===== config.mk =====
export PLATFORM = sky130hd
export DESIGN_NAME = humidity_sensor_pulse_decoder
export DESIGN_NICKNAME = d
export VERILOG_FILES = /design/src/hw/rtl/hspd_pkg.sv /design/src/hw/rtl/humidity_sensor_pulse_decoder.sv
export SDC_FILE = /design/constraint.sdc
export NUM_CORES = 1
export LEC_CHECK = 0
export ABC_AREA = 1
export BUFFER_PORTS_ARGS = -buffer_cell sky130_fd_sc_hd__buf_2
export CAP_MARGIN = 10
export CELL_PAD_IN_SITES_DETAIL_PLACEMENT = 1
export CELL_PAD_IN_SITES_GLOBAL_PLACEMENT = 2
export CORE_ASPECT_RATIO = 1.75
export CORE_MARGIN = 4
export CORE_UTILIZATION = 40
export CTS_CLUSTER_SIZE = 24
export DETAILED_ROUTE_END_ITERATION = 10
export PLACE_DENSITY_LB_ADDON = 0.1
export SYNTH_ARGS = -nofsm -noshare
export SYNTH_HDL_FRONTEND = slang
export SYNTH_SLANG_ARGS = --single-unit

===== constraint.sdc =====
create_clock -name clk -period 11.24 [get_ports clk]
set_input_delay 0 -clock clk [delete_from_list [all_inputs] [get_ports clk]]
set_output_delay 0 -clock clk [all_outputs]
set_load 0.05 [all_outputs]

===== src/hw/rtl/hspd_pkg.sv =====
`timescale 1ns / 1ps
// ============================================================================
// hspd_pkg
// Types, codes and helpers shared by the humidity sensor pulse decoder and
// its checker.
// ============================================================================
package hspd_pkg;

    localparam int unsigned CFG_W       = 12;
    localparam int unsigned CFG_IDX_W   = 3;
    localparam int unsigned TIME_W      = 16;
    localparam int unsigned FRAME_BYTES = 5;
    localparam int unsigned FRAME_BITS  = FRAME_BYTES * 8;
    localparam int unsigned CNT_W       = 6;

    // s_tdata: opcode [1:0], low_time [17:2], period_time [33:18], zero pad
    localparam int unsigned IN_TDATA_W  = 40;
    // m_tdata: status [2:0], humidity [18:3], temperature [34:19],
    //          narrow_format [35], zero pad
    localparam int unsigned OUT_TDATA_W = 40;

    // Reset values of the nominal timings, in microseconds
    localparam int unsigned RST_START_LOW  = 100;
    localparam int unsigned RST_START_HIGH = 80;
    localparam int unsigned RST_BIT_LOW    = 60;
    localparam int unsigned RST_ZERO_HIGH  = 26;
    localparam int unsigned RST_ONE_HIGH   = 70;

    // Reciprocal used to take the tolerance out of a 12-bit nominal
    localparam int unsigned RECIP_SHIFT = 24;

    typedef enum logic [CFG_IDX_W-1:0] {
        REG_START_LOW  = 3'd0,
        REG_START_HIGH = 3'd1,
        REG_BIT_LOW    = 3'd2,
        REG_ZERO_HIGH  = 3'd3,
        REG_ONE_HIGH   = 3'd4
    } cfg_reg_t;

    typedef enum logic [1:0] {
        OP_BEGIN    = 2'd0,
        OP_PULSE    = 2'd1,
        OP_OVERFLOW = 2'd2,
        OP_TIMEOUT  = 2'd3
    } opcode_t;

    typedef enum logic [2:0] {
        ST_OK        = 3'd0,
        ST_TIMEOUT   = 3'd1,
        ST_NO_PERIOD = 3'd2,
        ST_DECODE    = 3'd3,
        ST_CHECKSUM  = 3'd4
    } status_t;

    typedef enum logic [1:0] {
        PH_IDLE  = 2'd0,
        PH_START = 2'd1,
        PH_DATA  = 2'd2
    } phase_t;

    // low in [nom - dlt, nom + dlt) and high = period - low in the same
    // kind of window around its own nominal; a negative high fails.
    function automatic logic in_window(
        input logic [TIME_W-1:0] low_t,
        input logic [TIME_W-1:0] period_t,
        input logic [CFG_W-1:0]  low_nom,
        input logic [CFG_W-1:0]  low_dlt,
        input logic [CFG_W-1:0]  high_nom,
        input logic [CFG_W-1:0]  high_dlt
    );
        logic signed [17:0] lo;
        logic signed [17:0] hi;
        logic signed [17:0] lmin;
        logic signed [17:0] lmax;
        logic signed [17:0] hmin;
        logic signed [17:0] hmax;
        lo   = $signed({2'b00, low_t});
        hi   = $signed({2'b00, period_t}) - $signed({2'b00, low_t});
        lmin = $signed({6'd0, low_nom}) - $signed({6'd0, low_dlt});
        lmax = $signed({6'd0, low_nom}) + $signed({6'd0, low_dlt});
        hmin = $signed({6'd0, high_nom}) - $signed({6'd0, high_dlt});
        hmax = $signed({6'd0, high_nom}) + $signed({6'd0, high_dlt});
        return (lo >= lmin) && (lo < lmax) && (hi >= hmin) && (hi < hmax);
    endfunction

endpackage


===== src/hw/rtl/humidity_sensor_pulse_decoder.sv =====
`timescale 1ns / 1ps
// ============================================================================
// humidity_sensor_pulse_decoder
// Decodes measured pulse times of a single-wire humidity sensor into one
// humidity and temperature reading per read.
// ============================================================================
// Takes one word per clock. A begin word arms a read; the first pulse must
// fit the start window, the next 40 pulses are sorted into one and zero bits,
// and the last of them (or a timeout word, or a word that fits no window)
// yields one result word with status, humidity, temperature and a
// narrow-format flag. Each word passes the input register, then the window
// compares, shift and checksum logic into the result register. While a result
// word waits, one more word is taken into the input register and the input then
// stalls until the result word leaves. Tolerances
// are nominal / TOLERANCE_DIVISOR, formed by a reciprocal multiply at
// register write time, so a new setting applies to the next word.
module humidity_sensor_pulse_decoder #(
    parameter int unsigned TOLERANCE_DIVISOR = 4
) (
    input  logic                                 clk,
    input  logic                                 rst_n,
    input  logic                                 s_tvalid,
    output logic                                 s_tready,
    // opcode [1:0], low_time [17:2], period_time [33:18]
    input  logic [hspd_pkg::IN_TDATA_W-1:0]      s_tdata,
    output logic                                 m_tvalid,
    input  logic                                 m_tready,
    // status [2:0], humidity [18:3], temperature [34:19], narrow_format [35]
    output logic [hspd_pkg::OUT_TDATA_W-1:0]     m_tdata,
    input  logic                                 cfg_valid,
    output logic                                 cfg_ready,
    input  logic [hspd_pkg::CFG_IDX_W-1:0]       cfg_index,
    input  logic [hspd_pkg::CFG_W-1:0]           cfg_data
);
    import hspd_pkg::*;

    localparam int unsigned RECIP_W = RECIP_SHIFT;
    localparam logic [RECIP_W-1:0] RECIP =
        RECIP_W'(((64'd1 << RECIP_SHIFT) + TOLERANCE_DIVISOR - 1) / TOLERANCE_DIVISOR);
    localparam int unsigned PROD_W = CFG_W + RECIP_W;

    function automatic logic [CFG_W-1:0] tol_of(input logic [CFG_W-1:0] v);
        logic [PROD_W-1:0] p;
        p = {{RECIP_W{1'b0}}, v} * {{CFG_W{1'b0}}, RECIP};
        return p[PROD_W-1:RECIP_SHIFT];
    endfunction

    // ---------------- configuration ----------------
    logic [CFG_W-1:0] start_low_reg, start_high_reg, bit_low_reg, zero_high_reg, one_high_reg;
    logic [CFG_W-1:0] start_low_tol_reg, start_high_tol_reg, bit_low_tol_reg;
    logic [CFG_W-1:0] zero_high_tol_reg, one_high_tol_reg;
    logic [CFG_W-1:0] cfg_tol;

    assign cfg_ready = 1'b1;
    assign cfg_tol   = tol_of(cfg_data);

    always_ff @(posedge clk or negedge rst_n)
    begin
        if (!rst_n)
        begin
            start_low_reg      <= CFG_W'(RST_START_LOW);
            start_high_reg     <= CFG_W'(RST_START_HIGH);
            bit_low_reg        <= CFG_W'(RST_BIT_LOW);
            zero_high_reg      <= CFG_W'(RST_ZERO_HIGH);
            one_high_reg       <= CFG_W'(RST_ONE_HIGH);
            start_low_tol_reg  <= CFG_W'(RST_START_LOW / TOLERANCE_DIVISOR);
            start_high_tol_reg <= CFG_W'(RST_START_HIGH / TOLERANCE_DIVISOR);
            bit_low_tol_reg    <= CFG_W'(RST_BIT_LOW / TOLERANCE_DIVISOR);
            zero_high_tol_reg  <= CFG_W'(RST_ZERO_HIGH / TOLERANCE_DIVISOR);
            one_high_tol_reg   <= CFG_W'(RST_ONE_HIGH / TOLERANCE_DIVISOR);
        end
        else if (cfg_valid)
        begin
            case (cfg_index)
                REG_START_LOW:
                begin
                    start_low_reg     <= cfg_data;
                    start_low_tol_reg <= cfg_tol;
                end
                REG_START_HIGH:
                begin
                    start_high_reg     <= cfg_data;
                    start_high_tol_reg <= cfg_tol;
                end
                REG_BIT_LOW:
                begin
                    bit_low_reg     <= cfg_data;
                    bit_low_tol_reg <= cfg_tol;
                end
                REG_ZERO_HIGH:
                begin
                    zero_high_reg     <= cfg_data;
                    zero_high_tol_reg <= cfg_tol;
                end
                REG_ONE_HIGH:
                begin
                    one_high_reg     <= cfg_data;
                    one_high_tol_reg <= cfg_tol;
                end
                default:
                begin
                end
            endcase
        end
    end

    // ---------------- input register ----------------
    logic                in_valid_reg;
    opcode_t             op_reg;
    logic [TIME_W-1:0]   low_reg;
    logic [TIME_W-1:0]   period_reg;
    logic                fire;
    logic                out_valid_reg;
    logic [OUT_TDATA_W-1:0] out_data_reg;

    assign fire     = in_valid_reg && (!out_valid_reg || m_tready);
    assign s_tready = !in_valid_reg || fire;

    always_ff @(posedge clk or negedge rst_n)
    begin
        if (!rst_n)
        begin
            in_valid_reg <= 1'b0;
        end
        else if (s_tready)
        begin
            in_valid_reg <= s_tvalid;
        end
    end

    always_ff @(posedge clk)
    begin
        if (s_tready && s_tvalid)
        begin
            op_reg     <= opcode_t'(s_tdata[1:0]);
            low_reg    <= s_tdata[17:2];
            period_reg <= s_tdata[33:18];
        end
    end

    // ---------------- decode ----------------
    phase_t                phase_reg, phase_next;
    logic [CNT_W-1:0]      bits_reg, bits_next;
    logic [FRAME_BITS-1:0] shift_reg, shift_next;
    logic [TIME_W-1:0]     last_period_reg, last_period_next;

    logic                  res_valid;
    status_t               res_status;
    logic [15:0]           res_hum;
    logic [15:0]           res_temp;
    logic                  res_narrow;

    logic [TIME_W-1:0]     cur_low;
    logic [TIME_W-1:0]     cur_period;
    logic                  win_start, win_one, win_zero;
    logic [FRAME_BITS-1:0] shifted;
    logic [CNT_W-1:0]      bits_inc;
    logic [7:0]            b0, b1, b2, b3, b4, csum;
    logic [15:0]           raw_temp;

    assign cur_low    = (op_reg == OP_PULSE) ? low_reg : '0;
    assign cur_period = (op_reg == OP_PULSE) ? period_reg : last_period_reg;

    assign win_start = in_window(cur_low, cur_period, start_low_reg, start_low_tol_reg,
                                 start_high_reg, start_high_tol_reg);
    assign win_one   = in_window(cur_low, cur_period, bit_low_reg, bit_low_tol_reg,
                                 one_high_reg, one_high_tol_reg);
    assign win_zero  = in_window(cur_low, cur_period, bit_low_reg, bit_low_tol_reg,
                                 zero_high_reg, zero_high_tol_reg);

    assign shifted  = {shift_reg[FRAME_BITS-2:0], win_one};
    assign bits_inc = bits_reg + CNT_W'(1);

    // bytes of the frame as it stands after this bit, byte 0 received first
    assign b0       = shifted[39:32];
    assign b1       = shifted[31:24];
    assign b2       = shifted[23:16];
    assign b3       = shifted[15:8];
    assign b4       = shifted[7:0];
    assign csum     = b0 + b1 + b2 + b3;
    assign raw_temp = {b2, b3};

    always_comb
    begin
        phase_next       = phase_reg;
        bits_next        = bits_reg;
        shift_next       = shift_reg;
        last_period_next = last_period_reg;
        res_valid        = 1'b0;
        res_status       = ST_OK;
        res_hum          = '0;
        res_temp         = '0;
        res_narrow       = 1'b0;

        if (fire)
        begin
            if (op_reg == OP_BEGIN)
            begin
                // restart the read, dropping any partial frame
                phase_next       = PH_START;
                bits_next        = '0;
                shift_next       = '0;
                last_period_next = '0;
            end
            else if (phase_reg != PH_IDLE)
            begin
                if (op_reg == OP_PULSE)
                begin
                    last_period_next = period_reg;
                end
                if (op_reg == OP_TIMEOUT)
                begin
                    phase_next = PH_IDLE;
                    res_valid  = 1'b1;
                    res_status = ST_TIMEOUT;
                end
                else if (phase_reg == PH_START)
                begin
                    if (cur_period == '0)
                    begin
                        phase_next = PH_IDLE;
                        res_valid  = 1'b1;
                        res_status = ST_NO_PERIOD;
                    end
                    else if (!win_start)
                    begin
                        phase_next = PH_IDLE;
                        res_valid  = 1'b1;
                        res_status = ST_DECODE;
                    end
                    else
                    begin
                        phase_next = PH_DATA;
                        bits_next  = '0;
                        shift_next = '0;
                    end
                end
                else if (!win_one && !win_zero)
                begin
                    phase_next = PH_IDLE;
                    res_valid  = 1'b1;
                    res_status = ST_DECODE;
                end
                else
                begin
                    shift_next = shifted;
                    bits_next  = bits_inc;
                    if (bits_inc >= CNT_W'(FRAME_BITS))
                    begin
                        phase_next = PH_IDLE;
                        res_valid  = 1'b1;
                        if (csum != b4)
                        begin
                            res_status = ST_CHECKSUM;
                        end
                        else if (b1 == 8'd0 && b3 == 8'd0)
                        begin
                            res_hum    = {8'd0, b0};
                            res_temp   = {8'd0, b2};
                            res_narrow = 1'b1;
                        end
                        else
                        begin
                            res_hum  = {b0, b1};
                            // sign-magnitude to two's complement
                            res_temp = raw_temp[15] ? (16'd0 - {1'b0, raw_temp[14:0]})
                                                    : raw_temp;
                        end
                    end
                end
            end
        end
    end

    always_ff @(posedge clk or negedge rst_n)
    begin
        if (!rst_n)
        begin
            phase_reg       <= PH_IDLE;
            bits_reg        <= '0;
            shift_reg       <= '0;
            last_period_reg <= '0;
        end
        else
        begin
            phase_reg       <= phase_next;
            bits_reg        <= bits_next;
            shift_reg       <= shift_next;
            last_period_reg <= last_period_next;
        end
    end

    // ---------------- result register ----------------
    always_ff @(posedge clk or negedge rst_n)
    begin
        if (!rst_n)
        begin
            out_valid_reg <= 1'b0;
        end
        else if (res_valid)
        begin
            out_valid_reg <= 1'b1;
        end
        else if (m_tready)
        begin
            out_valid_reg <= 1'b0;
        end
    end

    always_ff @(posedge clk)
    begin
        if (res_valid)
        begin
            out_data_reg <= {4'd0, res_narrow, res_temp, res_hum, res_status};
        end
    end

    assign m_tvalid = out_valid_reg;
    assign m_tdata  = out_data_reg;

endmodule


==> impl_metrics.tcl <==
set metrics [dict create \
    status "complete, no violations" \
    start_kind "flop" \
    ys_ff_latch 195 \
    wl_per_cell_um 20.52 \
    crit_end "m_tdata[33]" \
    grt_pass1_vias 17280 \
    dp_hpwl_um 50900 \
    min_period_over_period 0.5968 \
    yosysSeqAreaShare 0.2899 \
    setup_slack_ns 4.532 \
    cp_slowest_stage_delay_ns 0.81 \
    syn_avg_cell_area_um2 7.705 \
    drtPass1Iterations 4 \
    cts_tree "built" \
    layout.nets 2777 \
    min_path_type "input pin to flop" \
    reg2reg_depth 29 \
    drive_gt1_frac 0.09124 \
    netlist_instances 2350 \
    worst_slew_pin_slew_ns 1.086 \
    crit_path_top_delay_cell "xor2_1" \
    cp_max_fo 35 \
    ctsResizeCount 0 \
    largest_register_ffs 39 \
    pre_cts_slack_ns 4.452 \
    cts_num_sinks 195 \
    hold_violations 0 \
    period_needed_ns 6.708 \
    die_area_um2 48870 \
    clk_latency_ns 0.47 \
    drcViolationCount 0 \
    crit_start "op_reg[1]" \
    clkTransAtPathRegs_ns 0.08 \
    coreArea_um2 44540 \
    track_usage 0.2552 \
    rsz0062_at_grt "no" \
    yosys_warnings 0 \
    cts-htree-levels 4 \
    critical_path_arrival_ns 7.01 \
    relSlewSlack 0.2736 \
    design_area_um2 20020 \
    placed_area_um2 19030 \
    drtIter0Drc 617 \
    place_inst 2956 \
    drt-total-wl_um 62150 \
    num_rows 102 \
    p_per_area_nw_per_um2 250.2 \
    clockRootBuffer "clkbuf_16" \
    rr_endpoint "m_tdata[33]" \
    crit_required_ns 11.54 \
    synthFlopType "dfrtp_1" \
    holdWs_ns 0.02891 \
    r2r-start "op_reg[1]" \
    chipHeight_um 289.5 \
    synthArstFlopShare 0.6410 \
    setup_tns_ns 0 \
    start_util 0.4065 \
    slew_violations 0 \
    io_buffers 91 \
    antenna_found_initial 0 \
    clock_skew_ns 0.02162 \
    overflow 0 \
    antenna_left 0 \
    cts_buffers 17 \
    max_freq_mhz 149.1 \
    synth_cell_types 62 \
    grt_max_degree 79 \
    ctsLongestPathBuffers 2 \
    synth_edf_count 70 \
    vias_per_cell 5.334 \
    path_class "flop to flop" \
    worstSetupEndpointType "flop" \
    ir_drop_v 0.0001361 \
    ios 103 \
    setup_viol_count_final 0 \
    gp_congestion 0.9248 \
    synthToLayoutAreaGrowth_pct 10.56 \
    grt_pass1_wl_um 96190 \
    rrSetupSlack_ns 4.53 \
    leakage_nw 10.11 \
    die_width_um 168.8 \
    max_cap_viol_count 0 \
    final_cells 3029 \
    num_vias 16160 \
    post_cts_buffers 0 \
    syn-cell-area_um2 18110 \
]
## stage by stage
step,util,power [mW]
after floorplan,-,3.345
after global placement,0.4273,4.272
after detailed placement,0.4273,4.395
after CTS,0.4494,5.074
after global routing,0.4494,5.527
final,0.4495,5.010
## kinds of logic after synthesis
logic type      after synthesis  synth area share
flops                       195            0.2899
fa+ha+maj                   275            0.2004
buf+inv                     386           0.08534
other cells                   2         0.0004147
compound gates              403            0.1215
simple gates                960            0.2400
xor+xnor                    129           0.06240
## placed cells by master (no fill, tap or decap), types with 6 or more instances in the layout
master,n
or2_2,6
nor2_4,13
nand2_2,18
buf_4,13
nor4_1,12
dlygate4sd3_1,39
a21oi_1,141
buf_2,90
xnor2_1,24
a31oi_1,20
fa_1,25
o21bai_1,11
nand3_1,146
o21ai_0,170
xor2_1,105
ha_1,250
nor2_1,124
nand3b_1,7
edfxtp_1,70
nand4_1,39
dfstp_2,15
o22ai_1,18
inv_1,299
dfrtp_1,110
nand2_1,525
a21o_1,15
inv_2,9
nor3_1,34
nand2_4,10
clkbuf_16,17
## per-layer routing
| metal | GRT usage | share of wire |
|---|---|---|
| met1 | 0.2451 | 0.35 |
| met4 | 0.1204 | 0.049 |
| met2 | 0.5314 | 0.58 |
| met5 | 0 | 0 |
| met3 | 0.02007 | 0.016 |
## cell usage after synthesis (3+ instances only)
cell / count / area share
nand2_1: 525 / 0.11
inv_1: 299 / 0.062
ha_1: 250 / 0.17
o21ai_0: 170 / 0.047
nand3_1: 146 / 0.040
a21oi_1: 141 / 0.039
nor2_1: 125 / 0.026
dfrtp_1: 110 / 0.15
xor2_1: 105 / 0.051
edfxtp_1: 70 / 0.12
nand4_1: 39 / 0.013
clkbuf_1: 36 / 0.0075
nor3_1: 34 / 0.0094
fa_1: 25 / 0.028
xnor2_1: 24 / 0.012
a31oi_1: 20 / 0.0069
buf_2: 20 / 0.0055
nand2_2: 18 / 0.0062
o22ai_1: 18 / 0.0062
a21o_1: 15 / 0.0062
dfstp_2: 15 / 0.022
nor2_4: 12 / 0.0075
nor4_1: 12 / 0.0041
o21bai_1: 11 / 0.0046
nand2_4: 10 / 0.0062
buf_4: 9 / 0.0037
inv_2: 9 / 0.0019
nand3b_1: 7 / 0.0029
or2_2: 6 / 0.0021
nand3_2: 5 / 0.0028
nor3b_1: 5 / 0.0021
o21ai_1: 5 / 0.0014
clkbuf_2: 4 / 0.0011
clkinv_1: 4 / 0.00083
nor2_2: 4 / 0.0014
o21a_1: 4 / 0.0017
a211oi_1: 3 / 0.0012
a21boi_0: 3 / 0.0012
## worst min path at each step
stage                     slack [ns]  cells past startpoint        start                end
after floorplan                -0.30                      0        rst_n     bit_low_reg[0]
after global routing            0.03                      3  cfg_data[8]  start_high_reg[8]
after CTS                      0.009                      3  cfg_data[8]  start_high_reg[8]
after global placement          0.03                      1        rst_n      shift_reg[19]
final                           0.03                      3  cfg_data[8]   zero_high_reg[8]
after detailed placement        0.04                      1        rst_n      shift_reg[18]
## critical path: cells and delay by family (launching register included)
| kind | cells | cell delay [ns] |
|---|---|---|
| xor gates and xnor gates | 1 | 0.81 |
| and+or+nand+nor | 12 | 1.95 |
| AOI/OAI and AO/OA | 8 | 1.46 |
| DFF | 1 | 0.41 |
| adders and majority gates | 4 | 1.22 |
| buffers and inverters | 4 | 0.64 |
## layout make-up
cell class,count,area [um^2]
Inverter,313,1177
Antenna cell,2,5.005
Sequential cell,195,5249
Clock buffer,18,429.2
Fill cell,5511,24520
Clock inverter,14,161.4
Tap cell,572,715.7
Timing Repair Buffer,143,949.7
Multi-Input combinational cell,1772,11330
## what timing repair did
item / 4_1_cts / 5_1_grt
hold buffers: 39 / 0
endpoints found under the hold margin: 97 / 0
endpoints found under the setup margin: 0 / 0
## power by group
| part | total (mW) | switching [mW] | internal [mW] |
|---|---|---|---|
| Combinational | 3.40 | 2.25 | 1.16 |
| Sequential | 0.970 | 0.111 | 0.859 |
| Clock | 0.637 | 0.318 | 0.319 |
No activity file was read; power rests on OpenSTA's default activity.
